<file path="src/rtl/core/pse_pkg.sv">
// shared constants, types and helpers for the postfix stack evaluator
// no dependencies

package pse_pkg;

	localparam int StackDepth = 128;
	localparam int ValueWidth = 32;
	localparam int OutWidth   = 32;

	localparam logic [7:0] ChZero  = 8'h30;
	localparam logic [7:0] ChPlus  = 8'h2B;
	localparam logic [7:0] ChMinus = 8'h2D;
	localparam logic [7:0] ChStar  = 8'h2A;
	localparam logic [7:0] ChSlash = 8'h2F;
	localparam logic [7:0] ChPct   = 8'h25;
	localparam logic [7:0] ChCaret = 8'h5E;

	typedef enum logic [1:0] {
		ST_OK    = 2'd0,
		ST_UNDER = 2'd1,
		ST_OVER  = 2'd2,
		ST_DIVZ  = 2'd3
	} status_t;

	typedef enum logic [2:0] {
		OP_ADD = 3'd0,
		OP_SUB = 3'd1,
		OP_MUL = 3'd2,
		OP_DIV = 3'd3,
		OP_REM = 3'd4,
		OP_POW = 3'd5,
		OP_NONE = 3'd6
	} op_t;

	function automatic logic is_operand(input logic [7:0] c);
		is_operand = (c >= 8'h61 && c <= 8'h7A) || (c >= 8'h41 && c <= 8'h5A) ||
			(c >= 8'h30 && c <= 8'h39);
	endfunction

	function automatic op_t decode_op(input logic [7:0] c);
		unique case (c)
			ChPlus:  decode_op = OP_ADD;
			ChMinus: decode_op = OP_SUB;
			ChStar:  decode_op = OP_MUL;
			ChSlash: decode_op = OP_DIV;
			ChPct:   decode_op = OP_REM;
			ChCaret: decode_op = OP_POW;
			default: decode_op = OP_NONE;
		endcase
	endfunction

endpackage

</file>
<file path="src/rtl/core/pse_alu.sv">
// multi-cycle arithmetic unit: add, sub, mul, div/rem (restoring), power by squaring
// depends on pse_pkg

module pse_alu #(
	parameter int ValueWidth = pse_pkg::ValueWidth
) (
	input  logic                  clk,
	input  logic                  arst_n,
	input  logic                  start,
	input  pse_pkg::op_t          op,
	input  logic [ValueWidth-1:0] a,
	input  logic [ValueWidth-1:0] b,
	output logic                  done,
	output logic [ValueWidth-1:0] result,
	output logic                  divz
);
	localparam int CntW = $clog2(ValueWidth + 1);
	localparam logic [CntW-1:0] LastStep = CntW'(ValueWidth - 1);

	typedef enum logic [3:0] {
		A_IDLE = 4'b0001,
		A_DIV  = 4'b0010,
		A_POW  = 4'b0100,
		A_FIN  = 4'b1000
	} astate_t;

	astate_t state_q;
	logic [CntW-1:0] cnt_q;
	logic [ValueWidth-1:0] quo_q, rem_q, dvs_q, acc_q, sq_q, ex_q, res_q;
	logic neg_q, rem_mode_q, divz_q, mul_phase_q;
	logic [ValueWidth:0] trial;
	logic [ValueWidth-1:0] rem_sh;
	logic [ValueWidth-1:0] ma, mb;
	logic all_ones;

	assign ma = a[ValueWidth-1] ? (~a + 1'b1) : a;
	assign mb = b[ValueWidth-1] ? (~b + 1'b1) : b;
	assign all_ones = &a;
	assign rem_sh = {rem_q[ValueWidth-2:0], quo_q[ValueWidth-1]};
	assign trial = {1'b0, rem_sh} - {1'b0, dvs_q};

	always_ff @(posedge clk or negedge arst_n) begin
		if (!arst_n) begin
			state_q <= A_IDLE;
		end else begin
			unique case (state_q)
				A_IDLE: if (start) begin
					if (op == pse_pkg::OP_DIV || op == pse_pkg::OP_REM)
						state_q <= (b == '0) ? A_FIN : A_DIV;
					else if (op == pse_pkg::OP_POW && !b[ValueWidth-1])
						state_q <= A_POW;
					else
						state_q <= A_FIN;
				end
				A_DIV: if (cnt_q == LastStep) state_q <= A_FIN;
				A_POW: if (cnt_q == LastStep && mul_phase_q) state_q <= A_FIN;
				A_FIN: state_q <= A_IDLE;
				default: state_q <= A_IDLE;
			endcase
		end
	end

	always_ff @(posedge clk) begin
		unique case (state_q)
			A_IDLE: begin
				cnt_q <= '0;
				mul_phase_q <= 1'b0;
				divz_q <= 1'b0;
				neg_q <= (op == pse_pkg::OP_REM) ? a[ValueWidth-1] :
					(a[ValueWidth-1] ^ b[ValueWidth-1]);
				rem_mode_q <= (op == pse_pkg::OP_REM);
				quo_q <= ma;
				rem_q <= '0;
				dvs_q <= mb;
				acc_q <= ValueWidth'(1);
				sq_q <= a;
				ex_q <= b;
				case (op)
					pse_pkg::OP_ADD: res_q <= a + b;
					pse_pkg::OP_SUB: res_q <= a - b;
					pse_pkg::OP_MUL: res_q <= a * b;
					pse_pkg::OP_DIV, pse_pkg::OP_REM: begin
						res_q <= '0;
						divz_q <= (b == '0);
					end
					pse_pkg::OP_POW: begin
						// negative exponent truncates toward zero
						if (b[ValueWidth-1]) begin
							if (a == '0) begin
								res_q <= '0;
								divz_q <= 1'b1;
							end else if (a == ValueWidth'(1)) begin
								res_q <= ValueWidth'(1);
							end else if (all_ones) begin
								res_q <= b[0] ? '1 : ValueWidth'(1);
							end else begin
								res_q <= '0;
							end
						end else begin
							res_q <= '0;
						end
					end
					default: res_q <= '0;
				endcase
			end
			A_DIV: begin
				cnt_q <= cnt_q + 1'b1;
				if (!trial[ValueWidth]) begin
					rem_q <= trial[ValueWidth-1:0];
					quo_q <= {quo_q[ValueWidth-2:0], 1'b1};
				end else begin
					rem_q <= rem_sh;
					quo_q <= {quo_q[ValueWidth-2:0], 1'b0};
				end
				if (cnt_q == LastStep) begin
					if (rem_mode_q)
						res_q <= neg_q ? (~(trial[ValueWidth] ? rem_sh : trial[ValueWidth-1:0])
							+ 1'b1) : (trial[ValueWidth] ? rem_sh : trial[ValueWidth-1:0]);
					else
						res_q <= neg_q ? (~{quo_q[ValueWidth-2:0], ~trial[ValueWidth]} + 1'b1)
							: {quo_q[ValueWidth-2:0], ~trial[ValueWidth]};
				end
			end
			A_POW: begin
				// alternate: multiply accumulator, then square
				mul_phase_q <= ~mul_phase_q;
				if (!mul_phase_q) begin
					if (ex_q[0]) acc_q <= acc_q * sq_q;
				end else begin
					sq_q <= sq_q * sq_q;
					ex_q <= ex_q >> 1;
					cnt_q <= cnt_q + 1'b1;
					if (cnt_q == LastStep) res_q <= acc_q;
				end
			end
			default: ;
		endcase
	end

	assign done = (state_q == A_FIN);
	assign result = res_q;
	assign divz = divz_q;
endmodule

</file>
<file path="config.mk">
export PLATFORM = sky130hd
export DESIGN_NAME = pse_alu
export DESIGN_NICKNAME = d
export VERILOG_FILES = /design/src/rtl/core/pse_pkg.sv /design/src/rtl/core/pse_alu.sv
export SDC_FILE = /design/constraint.sdc
export NUM_CORES = 2
export LEC_CHECK = 0
export BUFFER_PORTS_ARGS = -buffer_cell sky130_fd_sc_hd__buf_2
export CORE_UTILIZATION = 40
export CTS_CLUSTER_DIAMETER = 80
export DETAILED_ROUTE_END_ITERATION = 8
export SYNTH_ARGS = -nofsm -noshare
export SYNTH_HDL_FRONTEND = slang
export SYNTH_SLANG_ARGS = --single-unit
</file>
<file path="constraint.sdc">
create_clock -name clk -period 10.5 [get_ports clk]
set_clock_uncertainty 0.15 [all_clocks]
set_input_delay 3.15 -clock clk [delete_from_list [all_inputs] [get_ports clk]]
set_output_delay 3.15 -clock clk [all_outputs]
set_load 0.02 [all_outputs]
</file>
# After elaboration in Yosys (flattened, before gate mapping)
# Cells that the tools add are included.
totals:
  ram_bits: 0
  mem_count: 0
  register_bits: 237
  output_inout_bits: 34
  input_bits: 70
  mem_bits_ro: 0
  latch_bits: 0
  word_cells: 107
op_classes:
  div: 0
  add_sub_neg: 8
  eq_ne: 18
  n_mux: 40
  shifts: 0
  n_reduce_logical: 17
  order_cmp: 0
  mul: 3
  bitwise_logic: 7
op_table:
  columns: ["operator", "count"]
  rows:
  - ["two-way mux 32 bit", 17]
  - ["one-hot mux 32 bit (2 select lines)", 4]
  - ["adder 32 x 1 -> 32 bit, second input constant", 4]
  - ["NOT 32 bit", 4]
  - ["one-hot mux 32 bit (4 select lines)", 1]
  - ["multiplier 32 x 32 -> 32 bit", 3]
  - ["one-hot mux 32 bit (3 select lines)", 1]
  - ["logical NOT 32 bit", 2]
  - ["one-hot mux 31 bit (2 select lines)", 1]
  - ["subtractor 32 x 32 -> 33 bit", 1]
  - ["adder 32 bit", 1]
  - ["== test 32 x 1 -> 1 bit, second input constant", 1]
  - ["AND reduction 32 bit", 1]
  - ["subtractor 32 bit", 1]
  - ["two-way mux 31 bit", 1]
  - ["two-way mux 4 bit", 6]
  - ["one-hot mux 6 bit (3 select lines)", 1]
  - ["inequality test 2 bit, second input constant", 7]
  - ["one-hot mux 4 bit (3 select lines)", 1]
  - ["adder 6 x 1 -> 6 bit, second input constant", 1]
  - ["== test 3 x 2 -> 1 bit, second input constant", 2]
  - ["== test 3 bit, second input constant", 2]
  - ["== test 6 x 5 -> 1 bit, second input constant", 1]
  - ["two-way mux 6 bit", 1]
  - ["19 further kinds", 28]

# Depth between registers and ports, before layout
depth:
  depth_word: 8
  depth_mapped: 30
  ltp_nobuf: 29

# Worst setup path before layout
# Ideal clock, no wire load.
synth_path:
  path_kind: "input to register"
  start: "input b[3]"
  end: "register res_q[26] (netlist: result[26]) (data pin)"
  setup_time_ns: 0.273
  path_buffers: 2
  path_slack_ns: 0.440
  arrival_time_ns: 9.637
  cell_stages: 27
  cell_sequence: "clkbuf_1 -> clkbuf_1 -> and2_1 -> fa_1 -> inv_1 -> fa_1 -> fa_1 -> inv_1 -> fa_1 -> ha_1 -> ha_1 -> inv_1 -> fa_1 -> inv_1 -> fa_1 -> ha_1 -> o21a_1 -> a2111oi_0 -> o41a_1 -> nor2_1 -> o41a_1 -> a41oi_1 -> nand2b_1 -> xnor2_1 -> o21ai_0 -> a222oi_1 -> o211ai_1"
synth_via:
  elab_chain_len: 3
  elab_cells_between_ends: 5
  cone_classes: "add/sub: 2; mul: 1; mux: 2"
synth_rtl:
  columns: ["element", "line", "rtl"]
  rows:
  - ["start, declared", "pse_alu.sv:12", "input logic [ValueWidth-1:0] b,"]
  - ["multiplier 32 x 32 -> 32 bit (tied with other cells)", "pse_alu.sv:81", "pse_pkg::OP_MUL: res_q <= a * b;"]
  - ["one-hot mux 32 bit (4 select lines) *", "pse_alu.sv:78", "case (op)"]
  - ["one-hot mux 32 bit (3 select lines) *", "pse_alu.sv:64", "unique case (state_q)"]
  - ["end signal, assigned", "pse_alu.sv:79", "pse_pkg::OP_ADD: res_q <= a + b;"]
  - ["end signal, assigned", "pse_alu.sv:80", "pse_pkg::OP_SUB: res_q <= a - b;"]
  - ["end signal, assigned", "pse_alu.sv:81", null]
  - ["end, declared", "pse_alu.sv:29", "logic [ValueWidth-1:0] quo_q, rem_q, dvs_q, acc_q, sq_q, ex_q, res_q;"]
# Mark *: on every way between the ends. The rest lies on a longest branch, timed or not.
# A chain may end at the register's enable or synchronous reset.

# Worst setup path in the final report
# Same ends and word-level chain as after synthesis.

==> impl.org <==
** Worst setup path
- The critical path is of the in2reg type.
- Critical Path Source :: b[3]
- Register-to-register path setup slack :: 1.58 ns
- STA classifies the critical path endpoint as a flop.
- Required time of the worst setup path :: 10.65 ns
- Startpoint type of the worst setup path :: input port
- Maximum fanout encountered on the critical timing path :: 18
- The endpoint identified for the worst register-to-register timing path is sq_q[31].
- In this run the critical register-to-register path is launched from sq_q[4].
- For the worst setup path, the data arrival time is 9.98 ns.
- Logic depth of the worst register-to-register path :: 27

** Logic synthesis
- In this run the mean area of a mapped cell was 8.89 µm².
- For this run, asynchronously set or reset flops after synthesis account for 0.0169.
- Counting flops and latches in the post-synthesis netlist gives 237.
- Yosys mapped the design onto 94 distinct sky130hd cell types.
- The biggest area contributor in the post-synthesis netlist is sky130_fd_sc_hd__fa_1.
- Post-synth EDFFs :: 233
- Sorting the synthesized cells by area gives the leading types as sky130_fd_sc_hd__fa_1, sky130_fd_sc_hd__edfxtp_1, sky130_fd_sc_hd__ha_1.
- For this run, the leading register cell type out of synthesis is sky130_fd_sc_hd__edfxtp_1.
- Post-synthesis instance area :: 61,900 µm²
- The cell count after synthesis came out at 6,960.
- Sequential fraction of the synthesis area :: 0.115
- Yosys warnings :: 0
- Area share of the largest cell type after synthesis :: 0.383

** Worst hold path
- Worst Hold End :: ex_q[3]
- Hold Crit Class :: reg2reg
- The worst hold path begins at ex_q[4].
- Hold Path Depth :: 2

** Clock tree
- For this design, the CTS-stage hold fixing added 0 buffers.
- Total of cells resized after clock tree synthesis :: 0
- Number of CTS-inserted buffers :: 34
- The cell sitting at the root of the clock tree is a sky130_fd_sc_hd__clkbuf_16.
- After clock tree synthesis, the clock-pin slew on the worst setup and hold paths is 0.06 ns.
- Setup Fix Bufs, Post-CTS :: 0
- Max H-tree Level :: 2
- Clock Sink Count :: 237
- The longest clock path from root to sink contains 3 buffers.
- The clock reaches the later pin of the worst-skew pair after 0.57 ns.
- TritonCTS built the clock tree.

** Timing
- Max-slew violation count :: 0
- At the pin with the least slew margin, the transition time is 1.07 ns.
- Setup tns final :: 0 ns
- Top achievable clock speed :: 102 MHz
- Setup repair after global routing left no endpoint under its margin.
- Hold violation total from the final report :: 0
- In the finished design, the share of the clock period the worst path needs comes to 0.937.
- Relative slew slack :: 0.290
- Setup violations remaining at the end of the flow were counted as 0.
- Post-route minimum period :: 9.84 ns

** Drt
- The detailed router finished its first iteration with 3,736 violations.
- In this run the remaining antenna-violating nets after routing total 0.
- In the routed design, unresolved DRC markers number 0.
- Dividing the detail-routed wire length by the instance count gives 21.8 µm.
- Vias per cell :: 5.32
- Routed Wire Length :: 195 mm
- The routed layout has 47,700 vias.
- For this run, the detailed router's first-pass iteration total came to 6.

** Final layout
- Seq. cell area :: 7100 µm²
- In the final layout, the share of cells above drive strength 1 is 0.0563.
- In the layout the commonest cells are sky130_fd_sc_hd__inv_1, sky130_fd_sc_hd__fa_1, sky130_fd_sc_hd__nand2_1, sky130_fd_sc_hd__and2_1, sky130_fd_sc_hd__ha_1.
- Most common library cell in the layout ignoring fill and taps :: sky130_fd_sc_hd__inv_1
- Fill cells in the final layout number 15,100.
- Post-layout nets :: 8,602
- Compared with the post-synthesis result, the final layout area differs by 7.08%.
- Combined area of the multi-input logic cells :: 47,900 µm²

** Die
- 104 I/O pins were placed.
- The die is 395 µm wide.
- Core Region :: 153,000 µm²
- Initial cell density of the core :: 0.405
- The die covers 156,000 µm².
- The floorplan has 143 rows.
- Die Y-Extent :: 395 µm

** Outcome
- The flow ran to the end, and the final reports show no timing, DRC or antenna violations.

** Global routing
- Wire length of the first global-routing pass :: 306 mm
- Global routing usage summed across all routing layers :: 0.255
- Maximum number of pins on one net before global-route repair :: 70
- Gr ovfl total :: 0
- Vias in the first global route :: 51,000
- Antenna violations before repair :: 21

** Job
- The tool flagged a number of max-cap violations equal to 0.

** Placement
- Summed over all nets, the half-perimeter wirelength after detailed placement is 157 mm.
- Routability-driven placement congestion ratio :: 0.948
- Port buffering added 103 buffers.
-- worst max-delay path: stages --
cell and delay, ns:
sky130_fd_sc_hd__buf_2 0.33, sky130_fd_sc_hd__and2_1 0.21, sky130_fd_sc_hd__fa_1 0.41, sky130_fd_sc_hd__inv_1 0.08
sky130_fd_sc_hd__fa_1 0.43, sky130_fd_sc_hd__fa_1 0.49, sky130_fd_sc_hd__inv_1 0.05, sky130_fd_sc_hd__fa_1 0.53
sky130_fd_sc_hd__ha_1 0.22, sky130_fd_sc_hd__ha_1 0.27, sky130_fd_sc_hd__inv_1 0.05, sky130_fd_sc_hd__fa_1 0.47
sky130_fd_sc_hd__inv_1 0.05, sky130_fd_sc_hd__fa_1 0.44, sky130_fd_sc_hd__ha_1 0.35, sky130_fd_sc_hd__o21a_1 0.15
sky130_fd_sc_hd__a2111oi_0 0.41, sky130_fd_sc_hd__buf_4 0.19, sky130_fd_sc_hd__o41a_1 0.18, sky130_fd_sc_hd__nor2_1 0.06
sky130_fd_sc_hd__o41a_1 0.42, sky130_fd_sc_hd__a41oi_1 0.29, sky130_fd_sc_hd__nand2b_1 0.10, sky130_fd_sc_hd__xnor2_1 0.15
sky130_fd_sc_hd__o21ai_0 0.11, sky130_fd_sc_hd__a222oi_1 0.25, sky130_fd_sc_hd__o211ai_1 0.14
-- cell usage after synthesis (45+ instances only) --
cell type                  instances
sky130_fd_sc_hd__inv_1          1468
sky130_fd_sc_hd__o21ai_0         178
sky130_fd_sc_hd__and2_1          564
sky130_fd_sc_hd__xor2_1          152
sky130_fd_sc_hd__nor3_1           58
sky130_fd_sc_hd__ha_1            443
sky130_fd_sc_hd__clkbuf_1        350
sky130_fd_sc_hd__edfxtp_1        233
sky130_fd_sc_hd__nand2_1        1073
sky130_fd_sc_hd__nand3_1          45
sky130_fd_sc_hd__xnor2_1         253
sky130_fd_sc_hd__a21o_1           47
sky130_fd_sc_hd__fa_1           1185
sky130_fd_sc_hd__a21oi_1         155
sky130_fd_sc_hd__nor2_1          188
-- logic make-up after synthesis --
| kind of cell | after synthesis | share of synthesized area |
|---|---|---|
| mux | 26 | 0.00455 |
| xor+xnor | 405 | 0.0573 |
| compound gates | 680 | 0.0731 |
| flops | 237 | 0.115 |
| other cells | 1 | 0.0000606 |
| simple gates | 2136 | 0.165 |
| buf+inv | 1847 | 0.112 |
| fa+ha+maj | 1628 | 0.473 |
-- area by class of cell --
type,count,share of cell area
diodes,7,0.000264
clock buffers,38,0.0134
repair buffers,285,0.0303
clock inverters,23,0.00489
inverters,1469,0.0832
well taps,2030,0.0383
flip-flops and latches,237,0.107
multi-input cells,4877,0.722
-- flip-flops by register name, indices dropped and copies added, names as in the netlist --
signal,count
quo_q,32
mul_phase_q,1
cnt_q,6
divz,1
result,32
rem_q,31
sq_q,32
neg_q,1
dvs_q,32
state_q,4
rem_mode_q,1
ex_q,32
acc_q,32
-- through the flow --
step	hold WS (ns)	worst slack [ns]	util	instances	area [µm²]
detailed placement	0.346	0.0998	0.426	8898	65000
global route	0.388	0.278	0.434	8962	66200
CTS	0.360	0.692	0.434	8959	66200
global placement	0.339	0.137	0.426	8898	65000
finish	0.353	0.662	0.434	8966	66300
floorplan	0.334	0.440	-	6961	61900
-- routing by layer --
layer  share of wire  up-vias  track usage
met3           0.072      341       0.0329
met2            0.47     1701        0.418
li1                -    21100            -
met4           0.033        4       0.0749
met5         0.00017        -            0
met1            0.43    24500        0.352
-- worst max-delay path by stage --
stage | slack (ns) | to
finish | 0.66 | result[26]
global route | 0.28 | result[26]
CTS | 0.69 | result[29]
detailed placement | 0.1 | result[29]
global placement | 0.14 | result[26]
floorplan | 0.44 | result[26]
Power is left out: the tool's default activity adds up to more than one toggle a clock period on the data nets, which glitch-free logic cannot reach.
